<file path="config.mk">
export PLATFORM = sky130hd
export DESIGN_NAME = tet_ctrl
export DESIGN_NICKNAME = d
export VERILOG_FILES = /design/src/rtl/core/tet_pkg.sv /design/src/rtl/core/tet_ctrl.sv
export SDC_FILE = /design/constraint.sdc
export NUM_CORES = 1
export LEC_CHECK = 0
export BUFFER_PORTS_ARGS = -buffer_cell sky130_fd_sc_hd__buf_2
export CAP_MARGIN = 20
export CORE_AREA = 2 2 39 41
export DETAILED_ROUTE_END_ITERATION = 10
export DIE_AREA = 0 0 41 43
export GPL_TIMING_DRIVEN = 1
export MAX_ROUTING_LAYER = met4
export SYNTH_ARGS = -nofsm -noshare
export SYNTH_HDL_FRONTEND = slang
export SYNTH_SLANG_ARGS = --single-unit
</file>
<file path="constraint.sdc">
create_clock -name clk -period 1.8 [get_ports clk]
set_input_delay 0.09 -clock clk [delete_from_list [all_inputs] [get_ports clk]]
set_output_delay 0.09 -clock clk [all_outputs]
set_load 0.03 [all_outputs]
</file>
<file path="src/rtl/core/tet_pkg.sv">
// ----------------------------------------------------------------------------
// tet_pkg
// Shared widths, register indexes, item types and controller codes for the
// threshold excursion tracker.
// ----------------------------------------------------------------------------
package tet_pkg;

	localparam int SET_DEPTH = 64;
	localparam int ID_BITS   = 64;

	localparam int E_W    = 32;
	localparam int CID_W  = 64;
	localparam int WAIT_W = 32;
	localparam int CLK_W  = 48;
	localparam int STEP_W = 32;
	localparam int DIST_W = 7;
	localparam int REC_W  = 16;

	localparam int CNT_W = $clog2(SET_DEPTH + 1);
	localparam int AW    = (SET_DEPTH > 1) ? $clog2(SET_DEPTH) : 1;

	localparam int CFG_IDX_W  = 8;
	localparam int CFG_DATA_W = 32;

	localparam logic [CFG_IDX_W-1:0] REG_ENABLE    = CFG_IDX_W'(0);
	localparam logic [CFG_IDX_W-1:0] REG_THRESHOLD = CFG_IDX_W'(1);
	localparam logic [CFG_IDX_W-1:0] REG_INHERENT  = CFG_IDX_W'(2);
	localparam logic [CFG_IDX_W-1:0] REG_MAX_REC   = CFG_IDX_W'(3);

	localparam logic [REC_W-1:0] MAX_REC_RESET = '1;

	typedef struct packed {
		logic [E_W-1:0]    prev_energy;
		logic [E_W-1:0]    prev_energy_inherent;
		logic [E_W-1:0]    curr_energy;
		logic [E_W-1:0]    curr_energy_inherent;
		logic [CID_W-1:0]  config_id;
		logic [WAIT_W-1:0] dwell_time;
		logic [CLK_W-1:0]  sim_clock;
	} in_item_t;

	typedef struct packed {
		logic [E_W-1:0]    ridge_energy;
		logic [STEP_W-1:0] steps_above;
		logic [CLK_W-1:0]  time_above;
		logic [DIST_W-1:0] distinct_configs;
		logic              set_overflow;
		logic              same_energy;
		logic [CLK_W-1:0]  record_clock;
	} out_item_t;

	typedef struct packed {
		logic                  en;
		logic [CFG_IDX_W-1:0]  index;
		logic [CFG_DATA_W-1:0] data;
	} cfg_wr_t;

	typedef enum logic [1:0] {
		CLS_NONE,
		CLS_UP,
		CLS_ABOVE,
		CLS_DOWN
	} cls_t;

	typedef enum logic [1:0] {
		ST_IDLE,
		ST_EVAL,
		ST_SEARCH,
		ST_CLOSE
	} state_t;

	typedef struct packed {
		logic capture;
		logic latch_exit;
		logic track_peak;
		logic add_step;
		logic srch_start;
		logic srch_step;
		logic insert;
		logic emit;
		logic clear;
	} cmd_t;

	typedef struct packed {
		cls_t cls;
		logic first_exit;
		logic hit;
		logic miss;
	} sts_t;

endpackage

</file>
<file path="src/rtl/core/tet_ctrl.sv">
// ----------------------------------------------------------------------------
// tet_ctrl
// Controller: sequences capture, classification, id set search and record
// close, and owns the result valid flag.
// ----------------------------------------------------------------------------
module tet_ctrl (
	input  logic          clk,
	input  logic          arst_n,
	input  logic          in_valid,
	output logic          in_ready,
	output logic          out_valid,
	input  logic          out_ready,
	input  tet_pkg::sts_t sts,
	output tet_pkg::cmd_t cmd
);

	tet_pkg::state_t state_q;
	tet_pkg::state_t state_nx;
	logic            out_valid_q;
	logic            out_free;

	assign out_free  = !out_valid_q || out_ready;
	assign out_valid = out_valid_q;

	always_comb begin
		state_nx = state_q;
		case (state_q)
			tet_pkg::ST_IDLE: begin
				if (in_valid)
					state_nx = tet_pkg::ST_EVAL;
			end
			tet_pkg::ST_EVAL: begin
				case (sts.cls)
					tet_pkg::CLS_UP,
					tet_pkg::CLS_ABOVE: state_nx = tet_pkg::ST_SEARCH;
					tet_pkg::CLS_DOWN:  state_nx = tet_pkg::ST_CLOSE;
					default:            state_nx = tet_pkg::ST_IDLE;
				endcase
			end
			tet_pkg::ST_SEARCH: begin
				if (sts.hit || sts.miss)
					state_nx = tet_pkg::ST_IDLE;
			end
			tet_pkg::ST_CLOSE: begin
				if (!sts.first_exit || out_free)
					state_nx = tet_pkg::ST_IDLE;
			end
			default: state_nx = tet_pkg::ST_IDLE;
		endcase
	end

	always_comb begin
		cmd      = '0;
		in_ready = 1'b0;
		case (state_q)
			tet_pkg::ST_IDLE: begin
				in_ready    = 1'b1;
				cmd.capture = in_valid;
			end
			tet_pkg::ST_EVAL: begin
				case (sts.cls)
					tet_pkg::CLS_UP: begin
						cmd.latch_exit = 1'b1;
						cmd.srch_start = 1'b1;
					end
					tet_pkg::CLS_ABOVE: begin
						cmd.track_peak = 1'b1;
						cmd.add_step   = 1'b1;
						cmd.srch_start = 1'b1;
					end
					tet_pkg::CLS_DOWN: begin
						cmd.add_step = 1'b1;
					end
					default: ;
				endcase
			end
			tet_pkg::ST_SEARCH: begin
				cmd.srch_step = 1'b1;
				cmd.insert    = sts.miss;
			end
			tet_pkg::ST_CLOSE: begin
				if (!sts.first_exit) begin
					cmd.clear = 1'b1;
				end else if (out_free) begin
					cmd.emit  = 1'b1;
					cmd.clear = 1'b1;
				end
			end
			default: ;
		endcase
	end

	always_ff @(posedge clk or negedge arst_n) begin
		if (!arst_n) begin
			state_q     <= tet_pkg::ST_IDLE;
			out_valid_q <= 1'b0;
		end else begin
			state_q <= state_nx;
			if (cmd.emit)
				out_valid_q <= 1'b1;
			else if (out_ready)
				out_valid_q <= 1'b0;
		end
	end

	a_emit_free: assert property (@(posedge clk) disable iff (!arst_n)
		cmd.emit |-> (!out_valid_q || out_ready))
		else $error("record loaded over an untaken result");

	a_capture_eval: assert property (@(posedge clk) disable iff (!arst_n)
		cmd.capture |=> state_q == tet_pkg::ST_EVAL)
		else $error("captured item not evaluated");

	a_insert_no_hit: assert property (@(posedge clk) disable iff (!arst_n)
		cmd.insert |-> !sts.hit && state_q == tet_pkg::ST_SEARCH)
		else $error("insert on a matching id");

	a_ready_idle: assert property (@(posedge clk) disable iff (!arst_n)
		(cmd.emit || cmd.srch_start || cmd.insert) |-> !in_ready)
		else $error("input open while an item is at work");

endmodule

</file>
# Word level (Yosys, flattened, before mapping)
# Cells that the tools add are included.
[word_totals] regBits=3 out_inout_bits=11 elab_cells=40 inputBits=9
[classes] mux=19 eq_ne=9 reduce_logical=10
[op_table] operator="2-bit two-way mux" count=6
[op_table] operator="1-bit two-way mux" count=10
[op_table] operator="2-bit equality test, second input constant" count=4
[op_table] operator="2-bit one-hot mux with 4 select lines" count=1
[op_table] operator="2-bit inequality test, second input constant" count=3
[op_table] operator="2-bit by 1-bit equality test with 1-bit output, second input constant" count=2
[op_table] operator="4-bit two-way mux" count=1
[op_table] operator="2-bit one-hot mux with 2 select lines" count=1
[op_table] operator="2-bit OR reduction" count=2
[op_table] operator="1-bit logical OR" count=3
[op_table] operator="3-bit AND reduction" count=1
[op_table] operator="1-bit zero test" count=2
[op_table] operator="2-bit zero test" count=1
[op_table] operator="2-bit nonzero test" count=1

# Logic depth before layout (Yosys ltp)
# Gate-level depths: netlist of the first run.
[depth] depth_word=6 depth_mapped=4 depth_no_buf=4

# Least setup slack after synthesis of the first run
# OpenSTA, ideal clock, no wires.
[synth_timing] path_kind="reg-to-output" startpoint="register state_q[0]" endpoint="output cmd[8] in the netlist's numbering" path_slack_ns=0.451 stages_incl_launch_ff=3 path_buffers=0 arrival_ns=1.259 cell_sequence="dfrtp_1 -> nor2_1 -> and2_1"
[synth_lines] element="start, declared" line="tet_ctrl.sv:17" text="tet_pkg::state_t state_q;"
[synth_lines] element="start signal, assigned" line="tet_ctrl.sv:95" text="state_q <= tet_pkg::ST_IDLE;"
[synth_lines] element="start signal, assigned" line="tet_ctrl.sv:98" text="state_q <= state_nx;"
[synth_lines] element="end, declared" line="tet_ctrl.sv:14" text="output tet_pkg::cmd_t cmd"

==> impl_metrics.tcl, run 1 <==
set metrics [dict create \
    outcome "finished clean" \
    required_ns 1.71 \
    nNetsFinal 69 \
    cp_max_fo 8 \
    min_path_type "in2reg" \
    grt_setup_unrepaired "false" \
    htree_num_levels 1 \
    synth_seq_cells 3 \
    syn_inst 31 \
    drt-total-wl_um 658 \
    io_pins 20 \
    period_needed_ns 1.36 \
    cts_made_buffers 3 \
    vias 292 \
    antenna_cells 0 \
    critical-path-slowest-cell "dfrtp_1" \
    grt_pass1_vias 259 \
    first_pass_iters 4 \
    clkTransAtPathRegs_ns 0.04 \
    cts_sinks 3 \
    fmax_ghz 0.737 \
    timing.final.crit_share 0.753 \
    critPathBufInv 1 \
    hold_buffers 1 \
    cts_tree "built" \
    cts_resized 0 \
    routedWlPerCell_um 9.27 \
    antenna_left 0 \
    die_height_um 43 \
    viasPerCell 4.11 \
    syn_nets 44 \
    cap_violations 0 \
    place_congestion 0.673 \
    finalHoldViolCount 0 \
    place_hpwl_um 496 \
    yosysSeqAreaShare 0.283 \
    post-route-util 0.301 \
    initial_core_util 0.192 \
    area_growth_pct 57.1 \
    timing.rr.start "state_q[0]" \
    rows 14 \
    dieArea_um2 1760 \
    crit_path_end_kind "output pin" \
    syn_avg_cell_area_um2 8.56 \
    initialDrtViolationCount 1 \
    synth_enable_flop_cells 0 \
    postCtsSetupRepairBufs 0 \
    core_area_um2 1380 \
    setup_viol 0 \
    critPathLaunch "state_q[0]" \
    synth_warnings 0 \
    antenna_found_initial 0 \
    min-delay-start "in_valid" \
    power_density_nw_per_um2 1060 \
    drive_gt1_frac 0.400 \
    cellLeakagePower_nw 0.247 \
    drc 0 \
    port_buffers 19 \
    drv_slew 0 \
    grt_start_max_net_pins 9 \
    hold_slack_ns 0.168 \
    tightest_slew_ns 0.228 \
    setup_tns_ns 0 \
    syn_area_um2 265 \
    synth-async-reset-ratio 1.00 \
    overflow 0 \
    worstPathCellList "nor2b_1 -> and2_1 -> buf_2" \
    start_kind "register" \
    cts_root_buf "clkbuf_4" \
    skew_ns 0.000515 \
    p_total_uw 441 \
    cpLargestDelayFamily "flip-flops" \
    crit_type "reg2out" \
    grt_pass1_wl_um 952 \
    cpPeakStageDelay_ns 0.45 \
    synth_cell_types 16 \
    ir_drop_uv 374 \
    cts.path.max_buffers 2 \
    die_w_um 41 \
    cp_data_arrival_time_ns 1.27 \
    max_slew_margin 0.848 \
    place_ws_ns 0.650 \
    clk-insertion-delay-late_ns 0.23 \
    synth_flop_cell "dfrtp_1" \
    timing.final.ws_setup_ns 0.444 \
    grt_usage 0.0876 \
]
-- sequential cells by signal, summed over array words and instances, names as in the netlist --
| signal | flops |
|---|---|
| state_q | 2 |
| out_valid | 1 |
-- Yosys cell counts, drive strengths merged, types with 2 or more instances --
| cell | n | area, µm² |
|---|---|---|
| and2 | 5 | 31.3 |
| dfrtp | 3 | 75.1 |
| ha | 4 | 50.1 |
| inv | 2 | 7.51 |
| nand2 | 2 | 7.51 |
| nor2 | 4 | 15.0 |
| nor2b | 2 | 12.5 |
-- metal layers --
layer,GRT usage,wire [µm],up-vias,share of wire
met5,-,0,-,0
met4,0.100,21,0,0.032
met3,0.0314,52,4,0.079
met2,0.106,278,17,0.42
met1,0.0971,306,121,0.47
li1,-,-,150,-
-- area by class of cell --
cell class,count,area [µm²]
Fill cell,142,967
Multi-Input combinational cell,26,183
Timing Repair Buffer,20,105
Sequential cell,3,75.1
Clock buffer,4,26.3
Tap cell,16,20.0
Inverter,2,7.51
-- final timing paths --
path                       depth (start not counted)  slack [ns]          to
min in group asynchronous                          2        0.18   out_valid
min reg2reg                                        2        0.55   out_valid
min                                                3        0.17  state_q[0]
max reg2reg                                        2        0.64  state_q[1]
max in group asynchronous                          2        1.51  state_q[1]
max                                                3        0.44      cmd[7]
-- power by group --
| part | leakage [nW] | switching [mW] | total [mW] | internal, mW |
|---|---|---|---|---|
| Clock | 0.0150 | 0.0366 | 0.120 | 0.0832 |
| Sequential | 0.0392 | 0.0262 | 0.109 | 0.0832 |
| Combinational | 0.193 | 0.137 | 0.212 | 0.0747 |
-- kinds of logic (layout without fill, tap and decap cells) --
kind of cell | count (synthesis) | count (layout) | share of synthesized area
compound gates | 3 | 3 | 0.0755
fa+ha+maj | 4 | 4 | 0.189
buf+inv | 2 | 26 | 0.0283
flops | 3 | 3 | 0.283
mux | 1 | 1 | 0.0377
simple gates | 18 | 18 | 0.387
-- cell usage in the layout (no fill, tap or decap), drive strengths merged --
cell type    count
a21oi            1
and2             5
and2b            1
buf             19
clkbuf           4
dfrtp            3
dlygate4sd3      1
ha               4
inv              2
mux2i            1
nand2            2
nand2b           1
nand3            1
nor2             4
nor2b            2
o221ai           1
o22ai            1
or2b             1
or4b             1
-- worst register-to-register path: cells and delay by family (launching register included) --
kind             cells  cell delay (ns)
flip-flops           1             0.45
AND/OR/NAND/NOR      1             0.54
AO/OA/AOI/OAI        1             0.08
-- metrics by stage --
stage | cell area, µm² | cells
floorplan | 265 | 31
global placement | 380 | 66
detailed placement | 380 | 66
CTS | 417 | 71
global route | 417 | 71
finish | 417 | 71
No activity file was read; power rests on OpenSTA's default activity.
==> run 2, diff against run 1 <==
Clock period 1.8 ns to 1.1 ns, I/O delays scaled along.
==> run 2 against run 1 <==
  * Setup slack got worse by 0.58 ns
  * Cell count increased by 9.9%
  * Largest power group unchanged
  * Sequential share of layout area decreased by 4.5 points
  * Sequential cell count unchanged
  * The run now ends with setup timing left
  * Hold slack got worse by 0.036 ns
  * Clock-buffer cell count unchanged
==> impl_metrics.tcl, run 2 (synthesized netlist as in run 1, its figures left out) <==
set metrics [dict create \
    p_int_uw 588 \
    register_area_um2 76.3 \
    final_cell_mix "buf_2 (9), buf_4 (9), buf_6 (8)" \
    cts_made_buffers 3 \
    grt_setup_unrepaired "true" \
    rows 14 \
    place_congestion 0.656 \
    power_density_nw_per_um2 1740 \
    r2r_end "state_q[1]" \
    antenna_cells 0 \
    area_growth_pct 113 \
    nNetsFinal 76 \
    ir_drop_uv 756 \
    clock_power_share 0.208 \
    power_frac_comb 0.610 \
    period_needed_ns 1.24 \
    violations "setup timing" \
    place_ws_ns -0.00414 \
    fillCellCount 145 \
    cts_sinks 3 \
    cpPeakStageDelay_ns 0.45 \
    clkTransAtPathRegs_ns 0.04 \
    largest_reg_flops 2 \
    p_switching_uw 394 \
    overflow 0 \
    worst-r2r-setup-slack_ns -0.08 \
    cap_violations 0 \
    cts.path.max_buffers 2 \
    die_height_um 43 \
    max_slew_margin 0.862 \
    clk-insertion-delay-late_ns 0.24 \
    fmax_ghz 0.807 \
    timing.final.crit_share 1.13 \
    outcome "finished, violations left" \
    io_pins 20 \
    p_seq_frac 0.182 \
    crit_type "reg2out" \
    drv_slew 0 \
    dieArea_um2 1760 \
    worstPathCellList "or2b_1 -> nor2_2 -> buf_6" \
    tightest_slew_ns 0.207 \
    setup_viol 11 \
    cts_root_buf "clkbuf_4" \
    antenna_left 0 \
    grt_start_max_net_pins 7 \
    grt_pass1_vias 312 \
    cellLeakagePower_nw 0.299 \
    timing.final.ws_setup_ns -0.139 \
    drive_gt1_frac 0.645 \
    antenna_found_initial 0 \
    drc 0 \
    critical-path-slowest-cell "dfrtp_2" \
    cts_tree "built" \
    rr_worst_depth 3 \
    first_pass_iters 2 \
    min_path_type "in2async" \
    start_kind "register" \
    required_ns 1.04 \
    finalHoldViolCount 0 \
    crit_path_end "cmd[5]" \
    timing.rr.start "state_q[1]" \
    htree_num_levels 1 \
    place_hpwl_um 514 \
    grt_usage 0.116 \
    cp_max_fo 6 \
    cp_data_arrival_time_ns 1.18 \
    grt_pass1_wl_um 1250 \
    skew_ns 0.00418 \
    multi_input_comb_area_um2 221 \
    core_area_um2 1380 \
    critPathLaunch "state_q[1]" \
    drt-total-wl_um 722 \
    vias 322 \
    die_w_um 41 \
    post-route-util 0.408 \
    viasPerCell 4.13 \
    routedWlPerCell_um 9.26 \
    crit_path_end_kind "output pin" \
    port_buffers 19 \
    initialDrtViolationCount 3 \
    initial_core_util 0.192 \
    top_register "state_q" \
    switching_share 0.401 \
]
run 2: cell types whose count changed in the layout (fill, tap and decap cells not counted), sizes merged:
cell / before / now
buf: 19 / 26
run 2: worst min-delay path by stage:
| stage | slack (ns) | end |
|---|---|---|
| after floorplan | -0.24 | out_valid |
| after global placement | -0.14 | out_valid |
| after detailed placement | -0.15 | out_valid |
| after CTS | 0.13 | state_q[1] |
| after global routing | 0.13 | state_q[1] |
| final | 0.13 | state_q[1] |
run 2: power by group through the flow:
stage | clock network [mW] | registers [mW] | logic [mW]
after global placement | 0 | 0.171 | 0.394
after CTS | 0.210 | 0.171 | 0.583
after detailed placement | 0 | 0.173 | 0.394
after global routing | 0.220 | 0.188 | 0.650
final | 0.204 | 0.179 | 0.600
after floorplan | 0 | 0.183 | 0.252
run 2: area by class of cell:
type | instances | area share
inverter | 2 | 0.0133
tap | 16 | 0.0355
timing repair buffer | 27 | 0.377
clock buffer | 4 | 0.0466
multi-input combinational | 26 | 0.392
sequential | 3 | 0.135
run 2: per-stage QoR:
stage / setup TNS, ns / cell area (µm²) / total power, mW / std cells / hold WS [ns]
final: -0.954 / 564 / 0.982 / 78 / 0.132
after global routing: -1.74 / 564 / 1.06 / 78 / 0.134
after CTS: -0.913 / 552 / 0.963 / 78 / 0.130
after detailed placement: -0.00414 / 409 / 0.567 / 68 / -0.146
after global placement: 0 / 409 / 0.565 / 68 / -0.145
after floorplan: -0.0606 / 279 / 0.435 / 31 / -0.241
run 2: critical path, delay by kind of cell (launching register included):
family	cells	cell delay, ns
buffers and inverters	1	0.13
DFF	1	0.45
and+or+nand+nor	2	0.36
run 2: what timing repair did:
item,CTS,global route
hold buffers,1,0
endpoints found under the setup margin,11,12
setup buffers,5,0
pin swaps,3,0
hold endpoints to repair,3,0
resized for setup,23,3
run 2: metal layers:
metal,wire length [µm],GRT usage
met5,0,-
met4,0,0.0400
met3,80,0.0942
met1,273,0.129
met2,369,0.153
