===== config.mk =====
export PLATFORM = sky130hd
export DESIGN_NAME = tet_dp
export DESIGN_NICKNAME = d
export VERILOG_FILES = /design/src/rtl/core/tet_pkg.sv /design/src/rtl/core/tet_dp.sv
export SDC_FILE = /design/constraint.sdc
export NUM_CORES = 2
export LEC_CHECK = 0
export ABC_AREA = 1
export BUFFER_PORTS_ARGS = -buffer_cell sky130_fd_sc_hd__buf_2
export CAP_MARGIN = 20
export CORE_ASPECT_RATIO = 1.2
export CORE_MARGIN = 10
export CORE_UTILIZATION = 29
export DETAILED_ROUTE_END_ITERATION = 16
export PLACE_DENSITY = 0.45
export SLEW_MARGIN = 20
export SYNTH_ARGS = -nofsm -noshare
export SYNTH_HDL_FRONTEND = slang
export SYNTH_SLANG_ARGS = --single-unit
export TNS_END_PERCENT = 30

===== constraint.sdc =====
create_clock -name clk -period 14.6 [get_ports clk]
set_clock_uncertainty 0.2 [all_clocks]
set_input_delay 0.73 -clock clk [delete_from_list [all_inputs] [get_ports clk]]
set_output_delay 0.73 -clock clk [all_outputs]
set_load 0.005 [all_outputs]

===== src/rtl/core/tet_pkg.sv =====
// ----------------------------------------------------------------------------
// tet_pkg
// Shared widths, register indexes, item types and controller codes for the
// threshold excursion tracker.
// ----------------------------------------------------------------------------
package tet_pkg;

	localparam int SET_DEPTH = 64;
	localparam int ID_BITS   = 64;

	localparam int E_W    = 32;
	localparam int CID_W  = 64;
	localparam int WAIT_W = 32;
	localparam int CLK_W  = 48;
	localparam int STEP_W = 32;
	localparam int DIST_W = 7;
	localparam int REC_W  = 16;

	localparam int CNT_W = $clog2(SET_DEPTH + 1);
	localparam int AW    = (SET_DEPTH > 1) ? $clog2(SET_DEPTH) : 1;

	localparam int CFG_IDX_W  = 8;
	localparam int CFG_DATA_W = 32;

	localparam logic [CFG_IDX_W-1:0] REG_ENABLE    = CFG_IDX_W'(0);
	localparam logic [CFG_IDX_W-1:0] REG_THRESHOLD = CFG_IDX_W'(1);
	localparam logic [CFG_IDX_W-1:0] REG_INHERENT  = CFG_IDX_W'(2);
	localparam logic [CFG_IDX_W-1:0] REG_MAX_REC   = CFG_IDX_W'(3);

	localparam logic [REC_W-1:0] MAX_REC_RESET = '1;

	typedef struct packed {
		logic [E_W-1:0]    prev_energy;
		logic [E_W-1:0]    prev_energy_inherent;
		logic [E_W-1:0]    curr_energy;
		logic [E_W-1:0]    curr_energy_inherent;
		logic [CID_W-1:0]  config_id;
		logic [WAIT_W-1:0] dwell_time;
		logic [CLK_W-1:0]  sim_clock;
	} in_item_t;

	typedef struct packed {
		logic [E_W-1:0]    ridge_energy;
		logic [STEP_W-1:0] steps_above;
		logic [CLK_W-1:0]  time_above;
		logic [DIST_W-1:0] distinct_configs;
		logic              set_overflow;
		logic              same_energy;
		logic [CLK_W-1:0]  record_clock;
	} out_item_t;

	typedef struct packed {
		logic                  en;
		logic [CFG_IDX_W-1:0]  index;
		logic [CFG_DATA_W-1:0] data;
	} cfg_wr_t;

	typedef enum logic [1:0] {
		CLS_NONE,
		CLS_UP,
		CLS_ABOVE,
		CLS_DOWN
	} cls_t;

	typedef enum logic [1:0] {
		ST_IDLE,
		ST_EVAL,
		ST_SEARCH,
		ST_CLOSE
	} state_t;

	typedef struct packed {
		logic capture;
		logic latch_exit;
		logic track_peak;
		logic add_step;
		logic srch_start;
		logic srch_step;
		logic insert;
		logic emit;
		logic clear;
	} cmd_t;

	typedef struct packed {
		cls_t cls;
		logic first_exit;
		logic hit;
		logic miss;
	} sts_t;

endpackage


===== src/rtl/core/tet_dp.sv =====
// ----------------------------------------------------------------------------
// tet_dp
// Datapath: registers, item capture, threshold compare, peak, saturating
// step and time sums, distinct id store with its search, result register.
// ----------------------------------------------------------------------------
module tet_dp (
	input  logic               clk,
	input  logic               arst_n,
	input  tet_pkg::cfg_wr_t   cfg_wr,
	input  tet_pkg::in_item_t  in_item,
	input  tet_pkg::cmd_t      cmd,
	output tet_pkg::sts_t      sts,
	output tet_pkg::out_item_t out_item
);

	// registers
	logic                         en_q;
	logic [tet_pkg::E_W-1:0]      thr_q;
	logic                         inh_q;
	logic [tet_pkg::REC_W-1:0]    maxrec_q;

	// captured item
	logic [tet_pkg::E_W-1:0]      prev_e_q;
	logic [tet_pkg::E_W-1:0]      prev_ei_q;
	logic [tet_pkg::E_W-1:0]      curr_e_q;
	logic [tet_pkg::E_W-1:0]      curr_ei_q;
	logic [tet_pkg::ID_BITS-1:0]  id_q;
	logic [tet_pkg::WAIT_W-1:0]   wait_q;
	logic [tet_pkg::CLK_W-1:0]    simclk_q;

	// excursion state
	logic [tet_pkg::E_W-1:0]      exit_q;
	logic [tet_pkg::E_W-1:0]      peak_q;
	logic [tet_pkg::STEP_W-1:0]   steps_q;
	logic [tet_pkg::CLK_W-1:0]    tsum_q;
	logic                         first_q;
	logic [tet_pkg::REC_W-1:0]    recs_q;
	logic [tet_pkg::CNT_W-1:0]    set_cnt_q;
	logic                         ovf_q;

	// id store and search
	logic [tet_pkg::ID_BITS-1:0]  mem [tet_pkg::SET_DEPTH];
	logic [tet_pkg::ID_BITS-1:0]  rd_q;
	logic [tet_pkg::CNT_W-1:0]    idx_q;
	logic                         pend_q;

	logic                         prev_hi;
	logic                         curr_hi;
	logic                         ignore;
	logic                         set_full;
	logic                         more;
	logic                         rd_en;
	tet_pkg::cls_t                cls;
	logic [tet_pkg::STEP_W-1:0]   steps_nx;
	logic [tet_pkg::CLK_W:0]      tsum_sum;
	logic [tet_pkg::CLK_W-1:0]    tsum_nx;
	logic [tet_pkg::E_W-1:0]      ret_e;

	assign prev_hi  = $signed(prev_e_q) >= $signed(thr_q);
	assign curr_hi  = $signed(curr_e_q) >= $signed(thr_q);
	assign ignore   = !en_q || (recs_q >= maxrec_q);
	assign set_full = set_cnt_q == tet_pkg::CNT_W'(tet_pkg::SET_DEPTH);
	assign more     = idx_q < set_cnt_q;

	always_comb begin
		cls = tet_pkg::CLS_NONE;
		if (!ignore) begin
			case ({prev_hi, curr_hi})
				2'b01:   cls = tet_pkg::CLS_UP;
				2'b11:   cls = tet_pkg::CLS_ABOVE;
				2'b10:   cls = tet_pkg::CLS_DOWN;
				default: cls = tet_pkg::CLS_NONE;
			endcase
		end
	end

	assign sts.cls        = cls;
	assign sts.first_exit = first_q;
	assign sts.hit        = pend_q && (rd_q == id_q);
	assign sts.miss       = !pend_q && !more;

	assign rd_en = cmd.srch_step && !sts.hit && more;

	assign steps_nx = (steps_q != '1) ? steps_q + 1'b1 : steps_q;
	assign tsum_sum = {1'b0, tsum_q} + (tet_pkg::CLK_W + 1)'(wait_q);
	assign tsum_nx  = tsum_sum[tet_pkg::CLK_W] ? '1 : tsum_sum[tet_pkg::CLK_W-1:0];
	assign ret_e    = inh_q ? curr_ei_q : curr_e_q;

	always_ff @(posedge clk) begin
		if (cmd.capture) begin
			prev_e_q  <= in_item.prev_energy;
			prev_ei_q <= in_item.prev_energy_inherent;
			curr_e_q  <= in_item.curr_energy;
			curr_ei_q <= in_item.curr_energy_inherent;
			id_q      <= in_item.config_id[tet_pkg::ID_BITS-1:0];
			wait_q    <= in_item.dwell_time;
			simclk_q  <= in_item.sim_clock;
		end
	end

	always_ff @(posedge clk) begin
		if (cmd.insert && !set_full)
			mem[set_cnt_q[tet_pkg::AW-1:0]] <= id_q;
		if (rd_en)
			rd_q <= mem[idx_q[tet_pkg::AW-1:0]];
	end

	always_ff @(posedge clk) begin
		if (cmd.emit) begin
			out_item.ridge_energy     <= peak_q;
			out_item.steps_above      <= steps_q;
			out_item.time_above       <= tsum_q;
			out_item.distinct_configs <= tet_pkg::DIST_W'(set_cnt_q);
			out_item.set_overflow     <= ovf_q;
			out_item.same_energy      <= ret_e == exit_q;
			out_item.record_clock     <= simclk_q;
		end
	end

	always_ff @(posedge clk or negedge arst_n) begin
		if (!arst_n) begin
			en_q      <= 1'b0;
			thr_q     <= '0;
			inh_q     <= 1'b0;
			maxrec_q  <= tet_pkg::MAX_REC_RESET;
			exit_q    <= '0;
			peak_q    <= '0;
			steps_q   <= '0;
			tsum_q    <= '0;
			first_q   <= 1'b0;
			recs_q    <= '0;
			set_cnt_q <= '0;
			ovf_q     <= 1'b0;
			idx_q     <= '0;
			pend_q    <= 1'b0;
		end else begin
			if (cfg_wr.en) begin
				case (cfg_wr.index)
					tet_pkg::REG_ENABLE:    en_q     <= cfg_wr.data[0];
					tet_pkg::REG_THRESHOLD: thr_q    <= cfg_wr.data[tet_pkg::E_W-1:0];
					tet_pkg::REG_INHERENT:  inh_q    <= cfg_wr.data[0];
					tet_pkg::REG_MAX_REC:   maxrec_q <= cfg_wr.data[tet_pkg::REC_W-1:0];
					default: ;
				endcase
			end
			if (cmd.latch_exit) begin
				exit_q  <= inh_q ? prev_ei_q : prev_e_q;
				peak_q  <= curr_e_q;
				first_q <= 1'b1;
			end
			if (cmd.track_peak && ($signed(curr_e_q) > $signed(peak_q)))
				peak_q <= curr_e_q;
			if (cmd.add_step) begin
				steps_q <= steps_nx;
				tsum_q  <= tsum_nx;
			end
			if (cmd.srch_start) begin
				idx_q  <= '0;
				pend_q <= 1'b0;
			end else if (cmd.srch_step && !sts.hit) begin
				pend_q <= more;
				if (more)
					idx_q <= idx_q + 1'b1;
			end
			if (cmd.insert) begin
				if (set_full)
					ovf_q <= 1'b1;
				else
					set_cnt_q <= set_cnt_q + 1'b1;
			end
			if (cmd.emit)
				recs_q <= recs_q + 1'b1;
			if (cmd.clear) begin
				steps_q   <= '0;
				tsum_q    <= '0;
				set_cnt_q <= '0;
				ovf_q     <= 1'b0;
			end
		end
	end

	a_cnt_bound: assert property (@(posedge clk) disable iff (!arst_n)
		set_cnt_q <= tet_pkg::CNT_W'(tet_pkg::SET_DEPTH))
		else $error("id count beyond store depth");

	a_hit_miss: assert property (@(posedge clk) disable iff (!arst_n)
		cmd.srch_step |-> !(sts.hit && sts.miss))
		else $error("search both hit and missed");

	a_ovf_full: assert property (@(posedge clk) disable iff (!arst_n)
		ovf_q |-> set_full)
		else $error("overflow flagged with room in the id store");

endmodule


==> Word-level counts from Yosys, hierarchy flattened <==
Memory sizes are Yosys's and may differ from the RTL's. A register that Yosys moved wholly into a read port is not among the register bits.
Cells that the tools add are included.
{ "word_totals": {"ramBits": 4096, "memories": 1, "regBits": 668, "rom_bits": 0, "out_inout_bits": 174, "elab_cells": 103, "latchBits": 0} }
{ "op_classes": {"shifts": 0, "mux": 25, "eq_ne": 11, "div": 0, "n_lt_le_gt_ge": 5, "mul": 0, "bitwise_logic": 0, "add_sub_neg": 5, "reduce_logical": 28} }
{ "mem_list": {"columns": ["memory", "words", "width", "rd", "rd_clocked_by_memory_dff", "wr", "line_no", "text"], "rows": [
  ["mem", 64, 64, 1, 1, 1, "tet_dp.sv:42", "logic [tet_pkg::ID_BITS-1:0] mem [tet_pkg::SET_DEPTH];"]
]} }
{ "op_table": {"columns": ["op", "n"], "rows": [
  ["32-bit two-way mux", 7],
  ["48-bit two-way mux", 3],
  ["64-bit equality test", 1],
  ["32-bit >= comparator", 2],
  ["48-bit by 32-bit adder with 49-bit output", 1],
  ["7-bit two-way mux", 6],
  ["32-bit by 1-bit adder with 32-bit output, second input constant", 1],
  ["32-bit equality test", 1],
  ["32-bit > comparator", 1],
  ["32-bit inequality test, second input constant", 1],
  ["16-bit by 1-bit adder with 16-bit output, second input constant", 1],
  ["8-bit by 2-bit equality test with 1-bit output, second input constant", 2],
  ["16-bit >= comparator", 1],
  ["2-bit AND reduction", 8],
  ["7-bit by 1-bit adder with 7-bit output, second input constant", 2],
  ["2-bit nonzero test", 7],
  ["8-bit by 1-bit equality test with 1-bit output, second input constant", 1],
  ["8-bit zero test", 1],
  ["7-bit equality test, second input constant", 1],
  ["7-bit < comparator", 1],
  ["1-bit two-way mux", 7],
  ["1-bit logical AND", 6],
  ["2-bit one-hot mux with 3 select lines", 1],
  ["1-bit zero test", 5],
  ["5 further kinds", 6]
]} }

==> Logic depth before layout (Yosys ltp) <==
{ "logic_depth": {"word_depth": 6, "ltp_mapped": 19, "ltp_nobuf": 18} }

==> Worst setup path before layout <==
No wires, ideal clock.
{ "synth_path": {"kind": "flip-flop to flip-flop", "from": "register set_cnt_q[1] (netlist name)", "to": "memory mem[15][0] (netlist name), enable pin", "stages_incl_launch_ff": 6, "synth_period_minus_slack_ns": 6.011, "path_slack_ns": 8.589, "n_path_buf": 0, "arrival_ns": 5.246, "cell_sequence": "dfrtp_1 inv_1 ha_1 nand3_1 o21ai_2 nor3_1"} }
{ "synth_between": {"elab_chain_len": 5} }
{ "synth_lines": {"columns": ["item", "line_no", "text"], "rows": [
  ["from (decl)", "tet_dp.sv:38", "logic [tet_pkg::CNT_W-1:0] set_cnt_q;"],
  ["from (signal assigned)", "tet_dp.sv:169", "set_cnt_q <= set_cnt_q + 1'b1;"],
  ["7-bit equality test", "tet_dp.sv:62", "assign set_full = set_cnt_q == tet_pkg::CNT_W'(tet_pkg::SET_DEPTH);"],
  ["1-bit zero test", "tet_dp.sv:102", "if (cmd.insert && !set_full)"],
  ["1-bit logical AND", "tet_dp.sv:102", null],
  ["1-bit two-way mux", "tet_dp.sv:102", null],
  ["1-bit two-way mux (implied by the code)", "tet_dp.sv:103", "mem[set_cnt_q[tet_pkg::AW-1:0]] <= id_q;"],
  ["to (decl)", "tet_dp.sv:42", null]
]} }
Several ways; a longest one is shown, not always the timed one.

==> Worst setup path after layout <==
{ "layout_path": {"from": "register idx_q[0] (netlist name)", "to": "register rd_q[50] (netlist name), read port of mem (data pin)"} }
{ "layout_between": {"elab_chain_len": 2} }
{ "layout_lines": {"columns": ["item", "line_no", "text"], "rows": [
  ["from (decl)", "tet_dp.sv:44", "logic [tet_pkg::CNT_W-1:0] idx_q;"],
  ["from (signal assigned)", "tet_dp.sv:163", "idx_q <= idx_q + 1'b1;"],
  ["7-bit < comparator", "tet_dp.sv:63", "assign more = idx_q < set_cnt_q;"],
  ["1-bit logical AND", "tet_dp.sv:82", "assign rd_en = cmd.srch_step && !sts.hit && more;"],
  ["to (decl)", "tet_dp.sv:43", "logic [tet_pkg::ID_BITS-1:0] rd_q;"]
]} }
Several ways; a longest one is shown, not always the timed one.
A chain may end at the register's enable or synchronous reset.

==> metrics <==
top cell type's share of synthesized area=71.9%; CTS tree=built; synth top area cells=edfxtp_1 (72%), o21ai_0 (5.6%), nor2_1 (4.7%); total congestion overflow=0; drc violations=0; Port Buffer Count=497; worst min path class=in2reg; RePlAce Congestion=0.873; drt initial violations=13,400; WHS Endpoint=tsum_q[5]; Final Hold Violating Endpoints=0; Worst-Margin Slew=1230 ps; Critical Path Fanout Max=171; P&R area growth vs syn=16.6%; Vias=128,000; Post-synth EDFFs=4,601; final setup fails=0; sequential share of the synthesized area=74.9%; dominant synthesized flop cell=edfxtp_1; Startpoint Class=flip-flop; Final nets=16,000; die span in x=763 um; floorplan row count=327; worst hold stages=5; FF+latch count, synth=4,828; first-pass GRT wire length=988 mm; DP Cell Count=23,500; overall routed net length=711 mm; DRT antenna net count=0; power share of the combinational group=16.0%; endpoint type of the worst setup path=flip-flop; most frequent cell after synthesis=edfxtp_1; Syn. warnings=0; sw frac=28.8%; RSZ-0062 raised after global routing=no; DIE AREA=696,000 um^2; Psw=0.00975 W; Worst path max stage delay=900 ps; starting density of the core=29.1%; outcome=finished clean; R2R Setup Slk=8800 ps; CTS sink count=4,828; clock share of power=37.0%; PostCTS Resize Cnt=0; Avg WL per Cell=28.8 um; CORE AREA=661,000 um^2; GRT Util Overall=19.5%; critical path class=reg2reg; RR Endpoint=rd_q[50]; Worst-path clk slew=70 ps; largest net degree at the start of global routing=193; Distinct cells, synth=50; synth cell count leaders=edfxtp_1 (4,601), nor2_1 (2,427), o21ai_0 (2,166), nand2_1 (1,447), nand3_1 (665); Worst EP arrival=6540 ps; fmax=0.172 GHz; CTS Root Cell=clkbuf_16; Synth Net Count=15,300; post-synth top area cell=edfxtp_1; Post-synth ARST share=4.70%; sequential power share=47.0%; vias in the first global route=123,000; Tcrit/Tclk final=39.7%; pwr dens=151 nW/um^2; final slew viol count=0; Inserted Clock Buffers=469; Post-Syn Area per Cell=13.0 um^2; worst-case clock buffer depth=4; Rel. slew slack=17.7%; Crit-path slowest cell=dfrtp_4; setup TNS=0 ps; clock period minus worst slack=5800 ps; Die Height=912 um; initial antenna violation count=28; reg2reg start=idx_q[0]; clock latency on the worst-skew pair=1090 ps; R2R depth=11; Pre-antenna DRT Iters=6; Max rail drop VDD=0.000121 V; Critical Path, Cell by Cell=buf_4 > buf_4 > buf_4 > buf_4 > buf_12 > o21ai_0 > o221ai_1 > nand3_1 > nand3_1 > nand3_1 > nand3_1; maxcap violations=0; CTS HTree Levels=5; proportion of layout cells with a drive suffix above 1=10.5%; vias per cell=5.19; CP required=15,330 ps; I/O Pins=498; non-filler cells, final=24,700; Pleak=75.2 nW; Post-Syn Area=192,000 um^2; internal power=0.0241 W; hpwl dp=395 mm; Mapped Cells=14,800; hold wc startpoint=cmd[5]
layout by cell type, fill, tap and decap left out, types with 65 or more instances in the layout:
cell | Yosys | final
o211ai_1 | 106 | 106
ha_1 | 158 | 158
o221ai_1 | 407 | 407
dfrtp_1 | 211 | 206
o21ai_1 | 65 | 65
nand3_1 | 665 | 665
dlygate4sd3_1 | 0 | 319
nand4_1 | 124 | 124
clkbuf_16 | 0 | 471
clkinv_1 | 3 | 99
clkinv_2 | 0 | 101
nor2_1 | 2427 | 2363
clkbuf_1 | 551 | 98
edfxtp_1 | 4601 | 4601
o22ai_1 | 585 | 585
o21ai_0 | 2166 | 2166
a21oi_1 | 225 | 225
inv_1 | 437 | 430
nand2_1 | 1447 | 1446
buf_4 | 29 | 318
buf_2 | 269 | 494
final cells by class:
type	count	area [um^2]
multi-input combinational	8602	43100
clock buffer	576	12300
antenna	12	30.0
fill	64700	437000
clock inverter	301	3190
inverter	446	1750
tap	8718	10900
timing repair buffer	1180	9020
sequential	4828	144000
power by group through the flow:
stage	logic [W]	registers (W)	clock network [W]
after CTS	0.00544	0.0159	0.0127
after global routing	0.00596	0.0159	0.0132
after floorplan	0.00328	0.0161	0
after detailed placement	0.00535	0.0162	0
after global placement	0.00533	0.0162	0
final	0.00542	0.0159	0.0125
layer usage:
| layer | wire [um] | global-route usage [%] |
|---|---|---|
| met1 | 297000 | 25.7 |
| met2 | 345000 | 33.2 |
| met3 | 42000 | 2.51 |
| met4 | 26400 | 6.42 |
| met5 | 51 | 0 |
sequential cells by signal, summed over array words and instances, names as in the netlist, 32 cells and up:
register	cells
mem	4096
out_item	169
id_q	64
rd_q	64
simclk_q	48
tsum_q	48
curr_e_q	32
curr_ei_q	32
exit_q	32
peak_q	32
prev_e_q	32
prev_ei_q	32
steps_q	32
thr_q	32
wait_q	32
what timing repair did:
action,in CTS,in global routing
setup buffers,0,0
endpoints found under the hold margin,502,0
hold buffers,319,0
stage by stage:
step	hold slack (ps)	util, %	instance area [um^2]	power, W	worst slack [ps]
4_1_cts	24.3	33.9	224000	0.0341	8940
5_1_grt	109	33.9	224000	0.0351	8620
3_5_place_dp	205	31.1	205000	0.0215	8950
2_1_floorplan	200	-	192000	0.0194	8590
3_3_place_gp	200	31.1	205000	0.0215	8970
6_report	109	33.9	224000	0.0338	8800
how the worst max path moves through the flow:
stage / depth (start not counted) / end / slack (ps) / from
after floorplan: 5 / mem[15][0] / 8590 / set_cnt_q[1]
after global placement: 11 / rd_q[9] / 8970 / idx_q[1]
after detailed placement: 11 / rd_q[9] / 8950 / idx_q[1]
after CTS: 11 / rd_q[9] / 8940 / idx_q[1]
after global routing: 11 / rd_q[50] / 8620 / idx_q[0]
final: 11 / rd_q[50] / 8800 / idx_q[0]
critical path, delay by kind of cell (launching register included):
family                 cells  cell delay (ps)
and+or+nand+nor            4              570
AOI/OAI and AO/OA          2              450
buffers and inverters      5             3090
DFF                        1              900
kinds of logic after synthesis:
logic type               Yosys count  synth area share [%]
adder cells (fa/ha/maj)          159                  1.04
XOR/XNOR                          85                 0.387
AO/OA/AOI/OAI                   3596                  10.7
flip-flops                      4828                  74.9
AND/OR/NAND/NOR                 4762                  10.0
buffers and inverters           1364                  2.96
No activity file was read; power rests on OpenSTA's default activity.
